File: config.mk
export PLATFORM = sky130hd
export DESIGN_NAME = sha256_byte_stream_hasher_unit
export DESIGN_NICKNAME = d
export VERILOG_FILES = /design/src/rtl/core/sha_pkg.sv /design/src/rtl/core/sha_queue.sv /design/src/rtl/core/sha_front.sv /design/src/rtl/core/sha_back.sv /design/src/rtl/core/sha256_byte_stream_hasher_unit.sv
export VERILOG_INCLUDE_DIRS = /design/src /design/src/rtl/core
export SDC_FILE = /design/constraint.sdc
export NUM_CORES = 2
export LEC_CHECK = 0
export BUFFER_PORTS_ARGS = -buffer_cell sky130_fd_sc_hd__buf_4
export CORE_ASPECT_RATIO = 1.5
export CORE_MARGIN = 2
export CORE_UTILIZATION = 40
export DETAILED_ROUTE_END_ITERATION = 16
export PLACE_DENSITY = 0.65
export SLEW_MARGIN = 5
export SYNTH_ARGS = -nofsm -noshare
export SYNTH_HDL_FRONTEND = slang
export SYNTH_HIERARCHICAL = 1
export SYNTH_SLANG_ARGS = --single-unit
File: constraint.sdc
create_clock -name clk -period 20.4 [get_ports clk]
set_input_delay 2.04 -clock clk [delete_from_list [all_inputs] [get_ports clk]]
set_output_delay 2.04 -clock clk [all_outputs]
set_load 0.05 [all_outputs]
File: src/rtl/core/assert_macros.svh
// assertion macros included by the hasher top level
// no dependencies
`ifndef ASSERT_MACROS_SVH
`define ASSERT_MACROS_SVH
`define CHK_IMPL(label, clk, rst, a, c) \
  label: assert property (@(posedge clk) disable iff (rst) (a) |-> (c)) \
    else $error("check failed");
`define CHK_NEXT(label, clk, rst, a, c) \
  label: assert property (@(posedge clk) disable iff (rst) (a) |=> (c)) \
    else $error("check failed");
`endif

File: src/rtl/core/sha_pkg.sv
// types, constants and round functions for the sha-256 hasher
// no dependencies
package sha_pkg;

  localparam int QDepth = 4;

  typedef struct packed {
    logic [7:0] data_byte;
    logic       has_byte;
    logic       last;
  } item_t;

  typedef enum logic [2:0] {
    ST_IDLE, ST_ROUND, ST_FOLD, ST_PAD, ST_EMIT
  } back_state_t;

  localparam logic [255:0] InitHash = {
    32'h6a09e667, 32'hbb67ae85, 32'h3c6ef372, 32'ha54ff53a,
    32'h510e527f, 32'h9b05688c, 32'h1f83d9ab, 32'h5be0cd19
  };
  localparam logic [7:0] PadMark = 8'h80;
  localparam logic [5:0] LenPos = 6'd56;

  function automatic logic [31:0] round_k(input logic [5:0] i);
    logic [31:0] k;
    begin
      case (i)
        6'd0: k = 32'h428a2f98; 6'd1: k = 32'h71374491; 6'd2: k = 32'hb5c0fbcf;
        6'd3: k = 32'he9b5dba5; 6'd4: k = 32'h3956c25b; 6'd5: k = 32'h59f111f1;
        6'd6: k = 32'h923f82a4; 6'd7: k = 32'hab1c5ed5; 6'd8: k = 32'hd807aa98;
        6'd9: k = 32'h12835b01; 6'd10: k = 32'h243185be; 6'd11: k = 32'h550c7dc3;
        6'd12: k = 32'h72be5d74; 6'd13: k = 32'h80deb1fe; 6'd14: k = 32'h9bdc06a7;
        6'd15: k = 32'hc19bf174; 6'd16: k = 32'he49b69c1; 6'd17: k = 32'hefbe4786;
        6'd18: k = 32'h0fc19dc6; 6'd19: k = 32'h240ca1cc; 6'd20: k = 32'h2de92c6f;
        6'd21: k = 32'h4a7484aa; 6'd22: k = 32'h5cb0a9dc; 6'd23: k = 32'h76f988da;
        6'd24: k = 32'h983e5152; 6'd25: k = 32'ha831c66d; 6'd26: k = 32'hb00327c8;
        6'd27: k = 32'hbf597fc7; 6'd28: k = 32'hc6e00bf3; 6'd29: k = 32'hd5a79147;
        6'd30: k = 32'h06ca6351; 6'd31: k = 32'h14292967; 6'd32: k = 32'h27b70a85;
        6'd33: k = 32'h2e1b2138; 6'd34: k = 32'h4d2c6dfc; 6'd35: k = 32'h53380d13;
        6'd36: k = 32'h650a7354; 6'd37: k = 32'h766a0abb; 6'd38: k = 32'h81c2c92e;
        6'd39: k = 32'h92722c85; 6'd40: k = 32'ha2bfe8a1; 6'd41: k = 32'ha81a664b;
        6'd42: k = 32'hc24b8b70; 6'd43: k = 32'hc76c51a3; 6'd44: k = 32'hd192e819;
        6'd45: k = 32'hd6990624; 6'd46: k = 32'hf40e3585; 6'd47: k = 32'h106aa070;
        6'd48: k = 32'h19a4c116; 6'd49: k = 32'h1e376c08; 6'd50: k = 32'h2748774c;
        6'd51: k = 32'h34b0bcb5; 6'd52: k = 32'h391c0cb3; 6'd53: k = 32'h4ed8aa4a;
        6'd54: k = 32'h5b9cca4f; 6'd55: k = 32'h682e6ff3; 6'd56: k = 32'h748f82ee;
        6'd57: k = 32'h78a5636f; 6'd58: k = 32'h84c87814; 6'd59: k = 32'h8cc70208;
        6'd60: k = 32'h90befffa; 6'd61: k = 32'ha4506ceb; 6'd62: k = 32'hbef9a3f7;
        default: k = 32'hc67178f2;
      endcase
      return k;
    end
  endfunction

  function automatic logic [31:0] rotr(input logic [31:0] v, input int n);
    return (v >> n) | (v << (32 - n));
  endfunction

endpackage

File: src/rtl/core/sha_queue.sv
// input queue between the item front end and the compression engine
// depends on sha_pkg
module sha_queue
  import sha_pkg::*;
(
  input  logic  clk,
  input  logic  rst,
  input  logic  push,
  input  item_t push_item,
  output logic  full,
  input  logic  pop,
  output item_t pop_item,
  output logic  empty
);
  localparam int AW = $clog2(QDepth);
  item_t mem [QDepth];
  logic [AW-1:0] wr_ptr, rd_ptr;
  logic [AW:0] count;

  assign full = (count == (AW+1)'(QDepth));
  assign empty = (count == '0);
  assign pop_item = mem[rd_ptr];

  always_ff @(posedge clk) begin
    if (push) mem[wr_ptr] <= push_item;
    if (rst) begin
      wr_ptr <= '0;
      rd_ptr <= '0;
      count <= '0;
    end else begin
      if (push) wr_ptr <= wr_ptr + 1'b1;
      if (pop) rd_ptr <= rd_ptr + 1'b1;
      count <= count + (AW+1)'(push) - (AW+1)'(pop);
    end
  end
endmodule

File: src/rtl/core/sha_front.sv
// front end: accepts items, drops empty ones, feeds the queue
// depends on sha_pkg, sha_queue
module sha_front
  import sha_pkg::*;
(
  input  logic       clk,
  input  logic       rst,
  input  logic       valid_in,
  output logic       ready_in,
  input  logic [7:0] data_byte,
  input  logic       has_byte,
  input  logic       last,
  input  logic       pop,
  output item_t      pop_item,
  output logic       empty
);
  logic full, push;
  item_t it;
  assign it = '{data_byte: data_byte, has_byte: has_byte, last: last};
  assign ready_in = !full;
  assign push = valid_in && !full && (has_byte || last);

  sha_queue u_queue (
    .clk, .rst, .push, .push_item(it), .full, .pop, .pop_item, .empty
  );
endmodule

File: src/rtl/core/sha_back.sv
// back end: block buffer, padding, 64-round compression and digest output
// depends on sha_pkg
module sha_back
  import sha_pkg::*;
(
  input  logic        clk,
  input  logic        rst,
  input  item_t       q_item,
  input  logic        q_empty,
  output logic        pop,
  output logic        valid,
  input  logic        ready,
  output logic [31:0] digest_word,
  output logic [2:0]  word_index,
  output logic        last_word
);
  back_state_t state, state_next;
  logic [31:0] hv [8];
  logic [31:0] wv [8];
  logic [31:0] win [16];
  logic [31:0] blk [16];
  logic [63:0] message_bits;
  logic [5:0]  rnd;
  logic        final_blk, two_blk, padded;
  logic [2:0]  widx;

  logic [5:0]  fill;
  logic [31:0] w, t1, t2, s0, s1;
  logic [31:0] pad_blk [16];
  logic [5:0]  pidx;
  logic [7:0]  pbyte;

  assign fill = message_bits[8:3];

  always_comb begin
    s0 = rotr(win[1], 7) ^ rotr(win[1], 18) ^ (win[1] >> 3);
    s1 = rotr(win[14], 17) ^ rotr(win[14], 19) ^ (win[14] >> 10);
    w = (rnd < 6'd16) ? blk[rnd[3:0]] : (s1 + win[9] + s0 + win[0]);
    t1 = wv[7] + (rotr(wv[4], 6) ^ rotr(wv[4], 11) ^ rotr(wv[4], 25))
       + ((wv[4] & wv[5]) ^ (~wv[4] & wv[6])) + round_k(rnd) + w;
    t2 = (rotr(wv[0], 2) ^ rotr(wv[0], 13) ^ rotr(wv[0], 22))
       + ((wv[0] & wv[1]) ^ (wv[0] & wv[2]) ^ (wv[1] & wv[2]));
  end

  // padded block: mark, zeros and big-endian bit length
  always_comb begin
    pidx = '0;
    pbyte = '0;
    for (int j = 0; j < 16; j++) begin
      for (int b = 0; b < 4; b++) begin
        pidx = 6'(4*j + b);
        pbyte = blk[j][31-8*b -: 8];
        if (two_blk) pbyte = 8'h00;
        else if (pidx == fill) pbyte = PadMark;
        else if (pidx > fill) pbyte = 8'h00;
        if ((two_blk || fill < LenPos) && pidx >= LenPos)
          pbyte = message_bits[{~pidx[2:0], 3'b000} +: 8];
        pad_blk[j][31-8*b -: 8] = pbyte;
      end
    end
  end

  always_comb begin
    state_next = state;
    pop = 1'b0;
    unique case (state)
      ST_IDLE: if (!q_empty) begin
        pop = 1'b1;
        if (q_item.has_byte && fill == 6'd63) state_next = ST_ROUND;
        else if (q_item.last) state_next = ST_PAD;
      end
      ST_PAD:   state_next = ST_ROUND;
      ST_ROUND: if (rnd == 6'd63) state_next = ST_FOLD;
      ST_FOLD:  state_next = !final_blk ? ST_IDLE :
                             ((!padded || two_blk) ? ST_PAD : ST_EMIT);
      ST_EMIT:  if (ready && widx == 3'd7) state_next = ST_IDLE;
      default:  state_next = ST_IDLE;
    endcase
  end

  assign valid = (state == ST_EMIT);
  assign digest_word = hv[widx];
  assign word_index = widx;
  assign last_word = (widx == 3'd7);

  always_ff @(posedge clk) begin
    if (rst) begin
      state <= ST_IDLE;
      message_bits <= '0;
      rnd <= '0;
      widx <= '0;
      final_blk <= 1'b0;
      two_blk <= 1'b0;
      padded <= 1'b0;
      for (int j = 0; j < 8; j++) hv[j] <= InitHash[255-32*j -: 32];
    end else begin
      state <= state_next;
      unique case (state)
        ST_IDLE: if (!q_empty) begin
          if (q_item.has_byte) begin
            blk[fill[5:2]][{~fill[1:0], 3'b000} +: 8] <= q_item.data_byte;
            message_bits <= message_bits + 64'd8;
          end
          final_blk <= q_item.last;
          two_blk <= 1'b0;
          padded <= 1'b0;
          rnd <= '0;
          for (int j = 0; j < 8; j++) wv[j] <= hv[j];
        end
        ST_PAD: begin
          rnd <= '0;
          padded <= 1'b1;
          for (int j = 0; j < 8; j++) wv[j] <= hv[j];
          for (int j = 0; j < 16; j++) blk[j] <= pad_blk[j];
          two_blk <= !two_blk && (fill >= LenPos);
        end
        ST_ROUND: begin
          for (int j = 0; j < 15; j++) win[j] <= win[j+1];
          win[15] <= w;
          wv[7] <= wv[6]; wv[6] <= wv[5]; wv[5] <= wv[4]; wv[4] <= wv[3] + t1;
          wv[3] <= wv[2]; wv[2] <= wv[1]; wv[1] <= wv[0]; wv[0] <= t1 + t2;
          rnd <= rnd + 6'd1;
        end
        ST_FOLD: begin
          for (int j = 0; j < 8; j++) hv[j] <= hv[j] + wv[j];
          widx <= '0;
        end
        ST_EMIT: if (ready) begin
          widx <= widx + 3'd1;
          if (widx == 3'd7) begin
            for (int j = 0; j < 8; j++) hv[j] <= InitHash[255-32*j -: 32];
            message_bits <= '0;
          end
        end
        default: ;
      endcase
    end
  end
endmodule

File: src/rtl/core/sha256_byte_stream_hasher_unit.sv
// top level of the sha-256 byte stream hasher
// depends on sha_pkg, sha_front, sha_back, assert_macros.svh
//
// in channel: valid/ready with data_byte, has_byte, last, one byte per item.
// an item with neither byte nor last is taken and does nothing.
// a four-entry queue sits in front of the compression engine, so the sender
// is stalled only when it fills.
// bytes are taken from the queue while the engine is idle; the 64th byte of a
// block starts the rounds and a fold, during which no bytes are taken, so the
// sustained rate is set by the single shared round unit.
// on last, each final block takes a pad step, the rounds and a fold; one
// block, or two when the length no longer fits, and a byte with last that
// completes a block first goes through the rounds and fold on that block.
// then eight digest items go out on the out channel (valid/ready) with
// word_index 0..7 and last_word on word 7.
// a stalled receiver holds the current digest word; the queue keeps taking
// items until full.
// reset restores the initial hash and zero length; no clearing pass.
`include "assert_macros.svh"
module sha256_byte_stream_hasher_unit
  import sha_pkg::*;
(
  input  logic        clk,
  input  logic        rst,
  input  logic        in_valid,
  output logic        in_ready,
  input  logic [7:0]  data_byte,
  input  logic        has_byte,
  input  logic        last,
  output logic        out_valid,
  input  logic        out_ready,
  output logic [31:0] digest_word,
  output logic [2:0]  word_index,
  output logic        last_word
);
  logic pop, empty;
  item_t q_item;

  sha_front u_front (
    .clk, .rst, .valid_in(in_valid), .ready_in(in_ready), .data_byte, .has_byte,
    .last, .pop, .pop_item(q_item), .empty
  );

  sha_back u_back (
    .clk, .rst, .q_item, .q_empty(empty), .pop, .valid(out_valid), .ready(out_ready),
    .digest_word, .word_index, .last_word
  );

  `CHK_IMPL(a_last_idx, clk, rst, out_valid && last_word, word_index == 3'd7)
  `CHK_NEXT(a_idx_step, clk, rst, out_valid && out_ready && !last_word,
    out_valid && word_index == $past(word_index) + 3'd1)
  `CHK_IMPL(a_pop_nonempty, clk, rst, pop, !empty)
endmodule

==> flow_summary.toml <==
[worst_hold_path]
min_path_cells = 0
min_from = "u_back/win[0][145]"
min_to = "u_back/win[0][113]"
hp-class = "reg2reg"

[logic_synthesis]
synth_nets = 10014
ys_ff_latch = 1700
synth_flop_cell = "edfxtp_1"
yosysTopAreaCell = "edfxtp_1"
netlist.area_leader.share_pct = 33.4
synthArstFlopShare_pct = 0
synth_cell_type_count = 84
yosysSeqAreaShare_pct = 47.0
synth-compound-area-share_pct = 13.3
yosys-top-cells-area = "edfxtp_1 (33%), dfxtp_1 (14%), mux4_2 (5.6%)"
syn_area_sq_um = 94900
synth_top_family_by_area = "simple AND/OR/NAND/NOR gates"
synth-simple-area-share_pct = 14.5
avgSynthCellArea_sq_um = 10.1
synth-edff-count = 1056
syn_inst = 9402
synthAdderAreaFrac_pct = 9.74
muxShareOfSynthArea_pct = 6.51
yosys_warnings = 6
synth_xor_area_share_pct = 5.48

[setup_path]
r2r_start = "u_back/win[0][36]"
setup.worst_path.class = "reg2reg"
crit_required_ns = 20.98
cp_top_family = "adder cells"
r2r_end = "u_back/wv[0][28]"
setup.worst_path.end_class = "flip-flop"
r2r_cells = 44
crit_top_cell = "fa_1"
startpoint_type = "flip-flop"
crit_buf_inv = 5
critPathMaxFanout = 5
crit_arrival_ns = 12.50
crit_slowest_cell = "o21ai_0"
rrSetupSlack_ns = 8.48
slowest_delay_ns = 0.94

[detailed_routing]
viasPerCell = 5.90
drt-pass1-iter-count = 6
dr.first_iter.drc_count = 6917
vias = 73707
drc = 0
ant_nets = 0
routed_wl_microns = 328000
wire_per_inst_microns = 26.2

[clock_tree]
cts.clk_slew.worst_paths_ns = 0.06
cts.hold.buffers_added = 0
cts_resized = 0
cts_tree = "yes"
root_buffer = "clkbuf_16"
cts_buffers = 177
cts_setup_buffers = 0
htreeDepth = 4
cts.sinks = 1700
clk_latency_ns = 0.91
clockBufferDepth = 4

[sta]
fin_worst_skew_ns = 0.0903
final.period_utilization_pct = 58.4
clock.fmax_ghz = 0.0839
hold_viol_final = 0
period_minus_slack_ns = 11.92
rsz0062_at_grt = "no"
slew_viol_final = 0
slew_headroom_pct = 10.4
setup_viol = 0
tns_ns = 0
worstMarginPinSlew_ns = 1.34
hold_ws_ns = 0.363

[final_layout]
final_util_pct = 44.0
stdcell_area_sq_um = 104000
final_cell_mix = "nand2_1 (1229), nor2_1 (1170), edfxtp_1 (1056), a21oi_1 (851), dfxtp_1 (638)"
area_delta_synth_final_pct = 9.75
drive_above_1_share_pct = 8.57
finalNetCount = 9868
final_common_cell = "nand2_1"

[global_route]
grt_max_degree = 200
grt_pass1_wl_microns = 478000
track_usage_pct = 26.4
antenna_found_initial = 8
grt_pass1_vias = 72683
overflow = 0

[floorplan]
rows = 219
die_x_microns = 402
dieArea_sq_um = 241000
core_area_sq_um = 236000
floorplan.io_pins = 52
initial_core_util_pct = 40.1
die_y_microns = 600

[outcome]
status = "finished clean"

[place]
io_buffers = 51
gp_congestion = 0.976
place_hpwl_microns = 244000
dpl_cell_area_sq_um = 98400

[flow_run]
max_cap_violations = 0
## how the worst max path moves through the flow
stage               slack [ns]  cells after the start          endpoint         startpoint
finish                    8.48                     44  u_back/wv[0][28]  u_back/win[0][36]
global route              7.87                     36  u_back/wv[0][28]          flip-flop
CTS                       8.47                     44  u_back/wv[0][28]  u_back/win[0][36]
detailed placement        8.49                     36  u_back/wv[0][28]          flip-flop
global placement          8.52                     36  u_back/wv[0][28]          flip-flop
floorplan                 2.82                      4  u_back/win[0][0]                rst
## Yosys cell counts, drive strengths merged, types with 13 or more instances
cell,n
nand2,1230
nor2,1176
edfxtp,1056
a21oi,851
dfxtp,644
o21ai,484
clkbuf,439
xnor2,408
ha,402
inv,357
mux4,234
nand3,205
fa,196
a21o,189
xor2,183
nor3,140
nand2b,107
o21a,77
mux2,59
o211ai,58
or3,57
a31oi,55
buf,54
a211oi,53
nor2b,52
nand4,48
and3,46
o21bai,43
and2,41
o31ai,40
o22ai,38
maj3,29
or2,27
a32o,25
mux2i,24
o311ai,21
a211o,18
nor4,18
a311oi,17
or4,17
nor3b,16
a21boi,15
a2111oi,13
## cells by family after synthesis
logic type / count (synthesis)
and+or+nand+nor: 3211
AOI/OAI and AO/OA: 2100
DFF: 1700
buffers and inverters: 855
adders and majority gates: 627
xor gates and xnor gates: 592
muxes: 317
## area by class of cell
type	instances	area [sq um]
fill	22188	132000
tap	3094	3870
sequential	1700	44600
clock buffer	225	4850
clock inverter	89	911
antenna	4	10.0
inverter	362	1370
multi-input combinational	6847	47200
timing repair buffer	168	1300
## metal layers
metal | up-vias | wire [microns] | share of wire (%) | GRT usage [%]
met3 | 951 | 21100 | 6.4 | 3.67
li1 | 33127 | - | - | -
met5 | - | 28 | 0.0085 | 0
met4 | 4 | 26600 | 8.1 | 18.0
met2 | 3261 | 164000 | 50 | 46.7
met1 | 36364 | 116000 | 35 | 29.3
## registers in the layout, indices dropped and copies added, names as in the netlist, 2 cells and up, named ones only
signal / flops
u_front/u_queue/count: 3
u_back/hv: 256
u_back/blk: 512
u_front/u_queue/rd_ptr: 2
u_back/state: 3
u_back/wv: 256
u_front/u_queue/wr_ptr: 2
u_back/word_index: 3
u_back/message_bits: 61
u_front/u_queue/mem: 40
u_back/win: 512
u_back/rnd: 6
## metrics by stage
stage,worst slack (ns),cells
after floorplan,2.82,9402
after global placement,8.52,12171
after detailed placement,8.49,12171
after CTS,8.47,12485
after global routing,7.87,12486
final,8.48,12489
Power is left out: the tool's default activity adds up to more than one toggle a clock period on the data nets, which glitch-free logic cannot reach.
